===== config.mk =====
export PLATFORM = sky130hd
export DESIGN_NAME = reader_writer_lock_table_flat
export DESIGN_NICKNAME = d
export VERILOG_FILES = /design/src/hw/rtl/rwlt_pkg.sv /design/src/hw/rtl/rwlt_if.sv /design/src/hw/rtl/reader_writer_lock_table.sv /design/src/hw/rtl/rwlt_update.sv /design/src/flat_wrapper.sv
export SDC_FILE = /design/constraint.sdc
export NUM_CORES = 1
export LEC_CHECK = 0
export BUFFER_PORTS_ARGS = -buffer_cell sky130_fd_sc_hd__buf_2
export CAP_MARGIN = 20
export CORE_ASPECT_RATIO = 1.5
export CORE_MARGIN = 1.5
export CORE_UTILIZATION = 59
export CTS_BUF_LIST = sky130_fd_sc_hd__clkbuf_4
export DETAILED_ROUTE_END_ITERATION = 10
export PLACE_DENSITY = 0.78
export SYNTH_ARGS = -nofsm -noshare
export SYNTH_HDL_FRONTEND = slang
export SYNTH_HIERARCHICAL = 1
export SYNTH_SLANG_ARGS = --single-unit

===== constraint.sdc =====
create_clock -name i_clk -period 7.83 [get_ports i_clk]
set_input_delay 1.1745 -clock i_clk [delete_from_list [all_inputs] [get_ports i_clk]]
set_output_delay 1.1745 -clock i_clk [all_outputs]
set_load 0.05 [all_outputs]

===== src/hw/rtl/rwlt_pkg.sv =====
// Package for the reader-writer lock table: sizes, operation codes, lock word type
// and small helpers. Used by every file of the block; depends on nothing.

package rwlt_pkg;

    localparam int NUM_LOCKS  = 64;
    localparam int COUNT_BITS = 16;

    localparam int KIND_W  = 3;
    localparam int ID_W    = 6;
    localparam int OCNT_W  = 16;
    localparam int CNT_W   = COUNT_BITS;
    localparam int ADDR_W  = (NUM_LOCKS > 1) ? $clog2(NUM_LOCKS) : 1;
    localparam int WIDE_W  = 64;

    typedef enum logic [KIND_W-1:0] {
        K_CLEAR   = 3'd0,
        K_RD_TRY  = 3'd1,
        K_RD_REL  = 3'd2,
        K_WR_TRY  = 3'd3,
        K_WR_LOCK = 3'd4,
        K_DOWNGR  = 3'd5,
        K_WR_REL  = 3'd6
    } t_kind;

    typedef struct packed {
        logic             writer;
        logic             waiting;
        logic [CNT_W-1:0] count;
    } t_word;

    typedef struct packed {
        logic  granted;
        t_word word;
    } t_upd;

    // Lock index into memory address; the table holds at most 4096 words.
    function automatic logic [ADDR_W-1:0] to_addr(input logic [ID_W-1:0] id);
        logic [11:0] wide;
        wide = 12'(id);
        return wide[ADDR_W-1:0];
    endfunction

    function automatic logic out_of_range(input logic [ID_W-1:0] id);
        return 13'(id) >= 13'(NUM_LOCKS);
    endfunction

    function automatic logic [OCNT_W-1:0] count_out(input logic [CNT_W-1:0] cnt);
        logic [WIDE_W-1:0] wide;
        wide = WIDE_W'(cnt);
        return wide[OCNT_W-1:0];
    endfunction

endpackage


===== src/hw/rtl/rwlt_if.sv =====
// Valid/ready channels of the reader-writer lock table: request and response.
// Depends on rwlt_pkg for field widths.

interface rwlt_req_if;
    logic                          valid;
    logic                          ready;
    logic [rwlt_pkg::KIND_W-1:0]   kind;
    logic [rwlt_pkg::ID_W-1:0]     lock_id;

    modport source (output valid, output kind, output lock_id, input ready);
    modport sink   (input valid, input kind, input lock_id, output ready);
endinterface

interface rwlt_rsp_if;
    logic                          valid;
    logic                          ready;
    logic                          granted;
    logic [rwlt_pkg::OCNT_W-1:0]   reader_count;
    logic                          writer_held;
    logic                          writer_waiting;

    modport source (output valid, output granted, output reader_count,
                    output writer_held, output writer_waiting, input ready);
    modport sink   (input valid, input granted, input reader_count,
                    input writer_held, input writer_waiting, output ready);
endinterface


===== src/hw/rtl/reader_writer_lock_table.sv =====
// Top level of the reader-writer lock table: lock word memory, read-modify-write
// pipeline and response register. Depends on rwlt_pkg, rwlt_if.sv and rwlt_update.
//
// Usage:
//   i_req carries one request item (kind, lock_id); o_rsp returns exactly one
//   response item (granted, reader_count, writer_held, writer_waiting) per
//   request, in request order. Both are valid/ready channels.
//   A request accepted passes the update stage and then the response register
//   before it appears on o_rsp.
//   Throughput: one item per cycle while o_rsp is not stalled. Lock words are
//   read on acceptance and written as the item leaves the update stage; the
//   previous item's write is forwarded to the next one on the same lock.
//   Reset (i_rst_n low, synchronous) empties the pipeline and marks every lock
//   word as unlocked through a valid bit per word; no clearing pass is needed
//   and requests are taken in the first cycle after reset.
//   When o_rsp is stalled the response register holds, the item in the update
//   stage waits behind it, and i_req.ready drops once both are full.
//   A lock_id beyond the table gives an all-zero response and changes nothing;
//   kind 7 changes nothing and reports the named word with granted low.

module reader_writer_lock_table (
    input  logic               i_clk,
    input  logic               i_rst_n,
    rwlt_req_if.sink           i_req,
    rwlt_rsp_if.source         o_rsp
);

    localparam int AW = rwlt_pkg::ADDR_W;

    // lock word memory with a valid bit per word
    rwlt_pkg::t_word                 mem [rwlt_pkg::NUM_LOCKS];
    logic [rwlt_pkg::NUM_LOCKS-1:0]  r_valid;

    // update stage
    logic                            r_s1_vld;
    logic [rwlt_pkg::KIND_W-1:0]     r_s1_kind;
    logic [AW-1:0]                   r_s1_addr;
    logic                            r_s1_oob;
    rwlt_pkg::t_word                 r_rd_word;
    logic                            r_rd_vld;

    // last write, for forwarding
    logic                            r_wb_vld;
    logic [AW-1:0]                   r_wb_addr;
    rwlt_pkg::t_word                 r_wb_word;

    // response register
    logic                            r_out_vld;
    logic                            r_out_granted;
    rwlt_pkg::t_word                 r_out_word;

    logic                            out_free;
    logic                            s1_adv;
    logic                            in_acc;
    logic                            fwd;
    logic                            we;
    logic [AW-1:0]                   in_addr;
    rwlt_pkg::t_word                 cur_word;
    rwlt_pkg::t_upd                  upd;
    logic                            n_out_granted;
    rwlt_pkg::t_word                 n_out_word;

    rwlt_update u_update (
        .i_kind (r_s1_kind),
        .i_word (cur_word),
        .o_upd  (upd)
    );

    always_comb begin
        out_free    = !r_out_vld || o_rsp.ready;
        s1_adv      = r_s1_vld && out_free;
        i_req.ready = !r_s1_vld || out_free;
        in_acc      = i_req.valid && i_req.ready;
        in_addr     = rwlt_pkg::to_addr(i_req.lock_id);
        fwd         = r_wb_vld && (r_wb_addr == r_s1_addr);
        if (fwd) begin
            cur_word = r_wb_word;
        end else if (r_rd_vld) begin
            cur_word = r_rd_word;
        end else begin
            cur_word = '0;
        end
        we = s1_adv && !r_s1_oob;
        if (r_s1_oob) begin
            n_out_granted = 1'b0;
            n_out_word    = '0;
        end else begin
            n_out_granted = upd.granted;
            n_out_word    = upd.word;
        end
    end

    always_ff @(posedge i_clk) begin
        if (!i_rst_n) begin
            r_s1_vld  <= 1'b0;
            r_out_vld <= 1'b0;
            r_wb_vld  <= 1'b0;
            r_valid   <= '0;
        end else begin
            if (i_req.ready) begin
                r_s1_vld <= in_acc;
            end
            if (out_free) begin
                r_out_vld <= r_s1_vld;
            end
            if (we) begin
                r_wb_vld           <= 1'b1;
                r_valid[r_s1_addr] <= 1'b1;
            end
        end
    end

    always_ff @(posedge i_clk) begin
        if (we) begin
            mem[r_s1_addr] <= upd.word;
            r_wb_addr      <= r_s1_addr;
            r_wb_word      <= upd.word;
        end
        if (in_acc) begin
            r_rd_word <= mem[in_addr];
            r_rd_vld  <= r_valid[in_addr];
            r_s1_kind <= i_req.kind;
            r_s1_addr <= in_addr;
            r_s1_oob  <= rwlt_pkg::out_of_range(i_req.lock_id);
        end
        if (s1_adv) begin
            r_out_granted <= n_out_granted;
            r_out_word    <= n_out_word;
        end
    end

    assign o_rsp.valid          = r_out_vld;
    assign o_rsp.granted        = r_out_granted;
    assign o_rsp.reader_count   = rwlt_pkg::count_out(r_out_word.count);
    assign o_rsp.writer_held    = r_out_word.writer;
    assign o_rsp.writer_waiting = r_out_word.waiting;

    // a lock word never has a writer and readers at once
    a_no_mixed_hold: assert property (@(posedge i_clk) disable iff (!i_rst_n)
        we |-> !(upd.word.writer && (upd.word.count != '0)))
        else $error("lock word written with writer and readers");

    // memory written only by an item leaving the update stage
    a_write_leaves: assert property (@(posedge i_clk) disable iff (!i_rst_n)
        we |-> (r_s1_vld && out_free))
        else $error("lock word written without an advancing item");

    // request side only blocks while the update stage and the response register are both occupied
    a_ready_cause: assert property (@(posedge i_clk) disable iff (!i_rst_n)
        !i_req.ready |-> (r_s1_vld && r_out_vld))
        else $error("request refused with room in the pipeline");

    // a write leaves the forwarding register pointing at the word written
    a_fwd_track: assert property (@(posedge i_clk) disable iff (!i_rst_n)
        we |=> (r_wb_vld && r_valid[r_wb_addr]))
        else $error("forwarding register out of step with memory");

endmodule


===== src/hw/rtl/rwlt_update.sv =====
// Lock word update: applies one operation to the current word.
// Depends on rwlt_pkg.

module rwlt_update (
    input  logic [rwlt_pkg::KIND_W-1:0] i_kind,
    input  rwlt_pkg::t_word             i_word,
    output rwlt_pkg::t_upd              o_upd
);

    logic cnt_zero;
    logic cnt_full;

    always_comb begin
        cnt_zero      = (i_word.count == '0);
        cnt_full      = &i_word.count;
        o_upd.granted = 1'b0;
        o_upd.word    = i_word;
        case (rwlt_pkg::t_kind'(i_kind))
            rwlt_pkg::K_CLEAR: begin
                o_upd.word    = '0;
                o_upd.granted = 1'b1;
            end
            rwlt_pkg::K_RD_TRY: begin
                // saturates: a full count refuses rather than wrap
                if (!i_word.writer && !i_word.waiting && !cnt_full) begin
                    o_upd.word.count = i_word.count + rwlt_pkg::CNT_W'(1);
                    o_upd.granted    = 1'b1;
                end
            end
            rwlt_pkg::K_RD_REL: begin
                if (!cnt_zero) begin
                    o_upd.word.count = i_word.count - rwlt_pkg::CNT_W'(1);
                    o_upd.granted    = 1'b1;
                end
            end
            rwlt_pkg::K_WR_TRY: begin
                if (!i_word.writer && cnt_zero) begin
                    o_upd.word.writer  = 1'b1;
                    o_upd.word.waiting = 1'b0;
                    o_upd.granted      = 1'b1;
                end else begin
                    o_upd.word.waiting = 1'b1;
                end
            end
            rwlt_pkg::K_WR_LOCK: begin
                if (!i_word.writer && !i_word.waiting && cnt_zero) begin
                    o_upd.word.writer = 1'b1;
                    o_upd.granted     = 1'b1;
                end
            end
            rwlt_pkg::K_DOWNGR: begin
                if (i_word.writer) begin
                    o_upd.word.writer = 1'b0;
                    o_upd.word.count  = rwlt_pkg::CNT_W'(1);
                    o_upd.granted     = 1'b1;
                end
            end
            rwlt_pkg::K_WR_REL: begin
                if (i_word.writer) begin
                    o_upd.word.writer = 1'b0;
                    o_upd.granted     = 1'b1;
                end
            end
            default: begin
                o_upd.granted = 1'b0;
            end
        endcase
    end

endmodule

===== src/flat_wrapper.sv =====
// flat-port wrapper written by rule: the top's interface ports become plain ports
module reader_writer_lock_table_flat 
  (i_clk, i_rst_n, i_req_valid, i_req_kind, i_req_lock_id, i_req_ready, o_rsp_valid, o_rsp_granted, o_rsp_reader_count, o_rsp_writer_held, o_rsp_writer_waiting, o_rsp_ready);
  rwlt_req_if i_req_i ();
  rwlt_rsp_if o_rsp_i ();
  input  logic i_clk;
  input  logic i_rst_n;
  input wire logic [$bits(i_req_i.valid)-1:0] i_req_valid;
  input wire logic [$bits(i_req_i.kind)-1:0] i_req_kind;
  input wire logic [$bits(i_req_i.lock_id)-1:0] i_req_lock_id;
  output wire logic [$bits(i_req_i.ready)-1:0] i_req_ready;
  output wire logic [$bits(o_rsp_i.valid)-1:0] o_rsp_valid;
  output wire logic [$bits(o_rsp_i.granted)-1:0] o_rsp_granted;
  output wire logic [$bits(o_rsp_i.reader_count)-1:0] o_rsp_reader_count;
  output wire logic [$bits(o_rsp_i.writer_held)-1:0] o_rsp_writer_held;
  output wire logic [$bits(o_rsp_i.writer_waiting)-1:0] o_rsp_writer_waiting;
  input wire logic [$bits(o_rsp_i.ready)-1:0] o_rsp_ready;
  assign i_req_i.valid = i_req_valid;
  assign i_req_i.kind = i_req_kind;
  assign i_req_i.lock_id = i_req_lock_id;
  assign i_req_ready = i_req_i.ready;
  assign o_rsp_valid = o_rsp_i.valid;
  assign o_rsp_granted = o_rsp_i.granted;
  assign o_rsp_reader_count = o_rsp_i.reader_count;
  assign o_rsp_writer_held = o_rsp_i.writer_held;
  assign o_rsp_writer_waiting = o_rsp_i.writer_waiting;
  assign o_rsp_i.ready = o_rsp_ready;
  reader_writer_lock_table u_core (.i_clk(i_clk), .i_rst_n(i_rst_n), .i_req(i_req_i), .o_rsp(o_rsp_i));
endmodule

==> results.toml <==
[logic_synthesis]
yosys-top-cells-area = "edfxtp_1, mux4_2, mux2i_1"
avgSynthCellArea_um2 = 19.9
yosys_most_used_dff = "edfxtp_1"
synth.largest_area_cell = "edfxtp_1"
synth_top_area_share_pct = 72.5
ys_ff_latch = 1272
syn_nets = 2517
syn_inst = 2502
ys_seq_area_share_pct = 75.2
synth-async-reset-ratio_pct = 0
synth_edf_count = 1205
syn_area_mm2 = 0.0499
yosysWarnings = 6
synthDistinctLibCells = 77

[detailed_routing]
num_vias = 26716
ant_nets = 0
wire_per_inst_um = 29.3
drt-pass1-iter-count = 8
routed_wl_um = 121000
dr.first_iter.drc_count = 3131
drc = 1
viasPerCell = 6.48

[clock_network]
cts_buffer_depth = 4
root_buffer = "clkbuf_4"
cts_buffers = 293
cts_max_level = 5
insertion_delay_ps = 1210
cts.sinks = 1272
cts_setup_buffers = 0
cts_tree = "yes"
cts.clk_slew.worst_paths_ps = 70
postCtsHoldBufs = 0
cts_resized = 0

[grt]
grt_start_max_net_pins = 94
grt_overflow = 0
track_usage_pct = 28.7
grt_pass1_wl_um = 176000
antenna_found_initial = 4
grt_pass1_vias = 27632

[final_layout]
num-nets-final = 2813
syn_to_final_growth_pct = 11.4
postLayoutCoreUtil_pct = 66.4
final_cell_area_mm2 = 0.0556
layout_common_cells = "edfxtp_1, clkbuf_4, mux4_2"
fillers = 5322
drive_gt1_share_pct = 32.2
final_common_cell = "edfxtp_1"

[critical_path]
r2r_slack_ps = 2380
crit_required_ps = 8730
worstPathArrival_ps = 6350
startpoint_type = "flop"
end_kind = "flop"
critPathMaxFanout = 36
criticalPathCategory = "flop to flop"

[power_and_ir_drop]
p_int_w = 0.0104
combPwrFrac_pct = 6.9
seq_power_share_pct = 56.3
swShare_pct = 23.2
clock_power_share_pct = 36.8
p_leak_nw = 18.4
switching_power_w = 0.00314
peakVddDrop_uv = 172
power_density_mw_per_mm2 = 244

[place]
place_area_mm2 = 0.0520
dp_hpwl_um = 69600
port_buffers = 33
place.gp.congestion = 0.923

[die]
start_util_pct = 59.6
die-area_mm2 = 0.0864
fp.coreArea_mm2 = 0.0838
dieHeight_um = 359
rows = 130
pin_count = 34
die_x_um = 240

[timing]
hold_viol_final = 0
clock-skew-final_ps = 79.9
rsz0062_at_grt = "no"
fin_tns_setup_ps = 0
tightest_slew_ps = 1170
slew_violations = 0
post-route-period-util_pct = 69.7
setup_viol = 0
fmax_ghz = 0.183
hold_ws_ps = 210
relSlewSlack_pct = 21.3
min_period_ps = 5450

[run_status]
violations = "design-rule violations"
status = "finished, violations left"

[hold_path]
hp-class = "input pin to flop"

[flow_run]
maxCapViolCount = 0
[registers in the layout, indices dropped and copies added, names as in the netlist]
signal,flops
u_core/mem,1152
u_core/o_rsp.granted,1
u_core/o_rsp.valid,1
u_core/o_rsp.writer_held,1
u_core/o_rsp.writer_waiting,1
u_core/r_rd_vld,1
u_core/r_rd_word,18
u_core/r_s1_addr,6
u_core/r_s1_kind,3
u_core/r_s1_vld,1
u_core/r_valid,64
u_core/r_wb_addr,6
u_core/r_wb_vld,1
u_core/r_wb_word,16
[cell usage after synthesis, types with 4 or more instances]
cell and n:
nor2_1 98, a31oi_1 37, buf_2 50, a21oi_1 14
o22ai_1 52, inv_1 9, a22oi_1 52, a311oi_1 4
o21ai_0 51, clkbuf_1 68, nand3b_1 6, and3_1 18
nand2b_1 4, mux2i_1 155, nor4_1 5, nor3_1 15
nand4_1 14, buf_4 21, xor2_1 7, nand2_1 62
o31ai_1 16, o21a_1 67, a21o_1 15, dfxtp_1 67
mux4_2 264, buf_6 12, or3b_2 4, nand3_1 16
mux2_2 10, buf_1 4, nor2b_1 8, edfxtp_1 1205
[power by group through the flow]
| stage | registers, W | clock network (W) | logic (W) |
|---|---|---|---|
| 6_report | 0.00763 | 0.00500 | 0.000933 |
| 5_1_grt | 0.00763 | 0.00542 | 0.000978 |
| 4_1_cts | 0.00763 | 0.00510 | 0.000913 |
| 3_5_place_dp | 0.00779 | 0 | 0.000911 |
| 3_3_place_gp | 0.00778 | 0 | 0.000878 |
| 2_1_floorplan | 0.00781 | 0 | 0.000544 |
[kinds of logic (layout without fill, tap and decap cells)]
logic type      Yosys count  count (layout)  synth area share (%)
xor+xnor                 10              10                 0.176
other cells               0               8                     0
flops                  1272            1272                  75.2
fa+ha+maj                 2               2                0.0501
compound gates          346             346                  4.77
simple gates            278             278                  2.83
buf+inv                 165             658                  1.71
mux                     429             429                  15.3
[through the flow]
step | cells | power, W | setup slack [ps]
6_report | 4125 | 0.0136 | 2380
5_1_grt | 4122 | 0.0140 | 1900
4_1_cts | 4111 | 0.0137 | 2390
3_5_place_dp | 3619 | 0.00870 | 2440
3_3_place_gp | 3618 | 0.00866 | 2670
2_1_floorplan | 2502 | 0.00836 | 332
[cell type report]
| type | count | area, µm² | share of cell area, % |
|---|---|---|---|
| Clock buffer | 399 | 3000 | 5.39 |
| Tap cell | 1122 | 1400 | 2.53 |
| Clock inverter | 93 | 500 | 0.900 |
| Inverter | 9 | 33.8 | 0.0608 |
| Antenna cell | 8 | 20.0 | 0.0360 |
| Multi-Input combinational cell | 1065 | 11900 | 21.4 |
| Sequential cell | 1272 | 37500 | 67.5 |
| Timing Repair Buffer | 157 | 1200 | 2.17 |
[per-layer routing]
metal / global-route usage, % / routed length (µm) / vias up
met5: 0 / 0 / -
met1: 35.4 / 41600 / 13687
li1: - / - / 11160
met2: 47.1 / 61600 / 1580
met3: 6.09 / 10700 / 289
met4: 16.4 / 6950 / 0
[final timing paths]
check | depth (start not counted) | endpoint | start
max | 13 | u_core/mem[47][3]$_DFFE_PP_ | u_core/r_s1_addr[3]$_DFFE_PP_
min | 1 | u_core/r_s1_kind[2]$_DFFE_PP_ | i_req_kind[2]
max reg2reg | 13 | u_core/mem[47][3]$_DFFE_PP_ | u_core/r_s1_addr[3]$_DFFE_PP_
min reg2reg | 1 | u_core/r_valid[62]$_SDFFE_PN0P_ | u_core/r_valid[62]$_SDFFE_PN0P_
[critical path: stages (launching register included)]
cell      delay, ps
edfxtp_1        510
xnor2_1         280
nand4_1         180
nor4_4          180
buf_4           350
o21ai_0         370
inv_1           190
ha_1            210
nor3b_2         330
nand4_1         720
a21oi_1         390
nor3_1          120
a21oi_4         850
buf_4           470
Power figures use the tool's default switching activity.
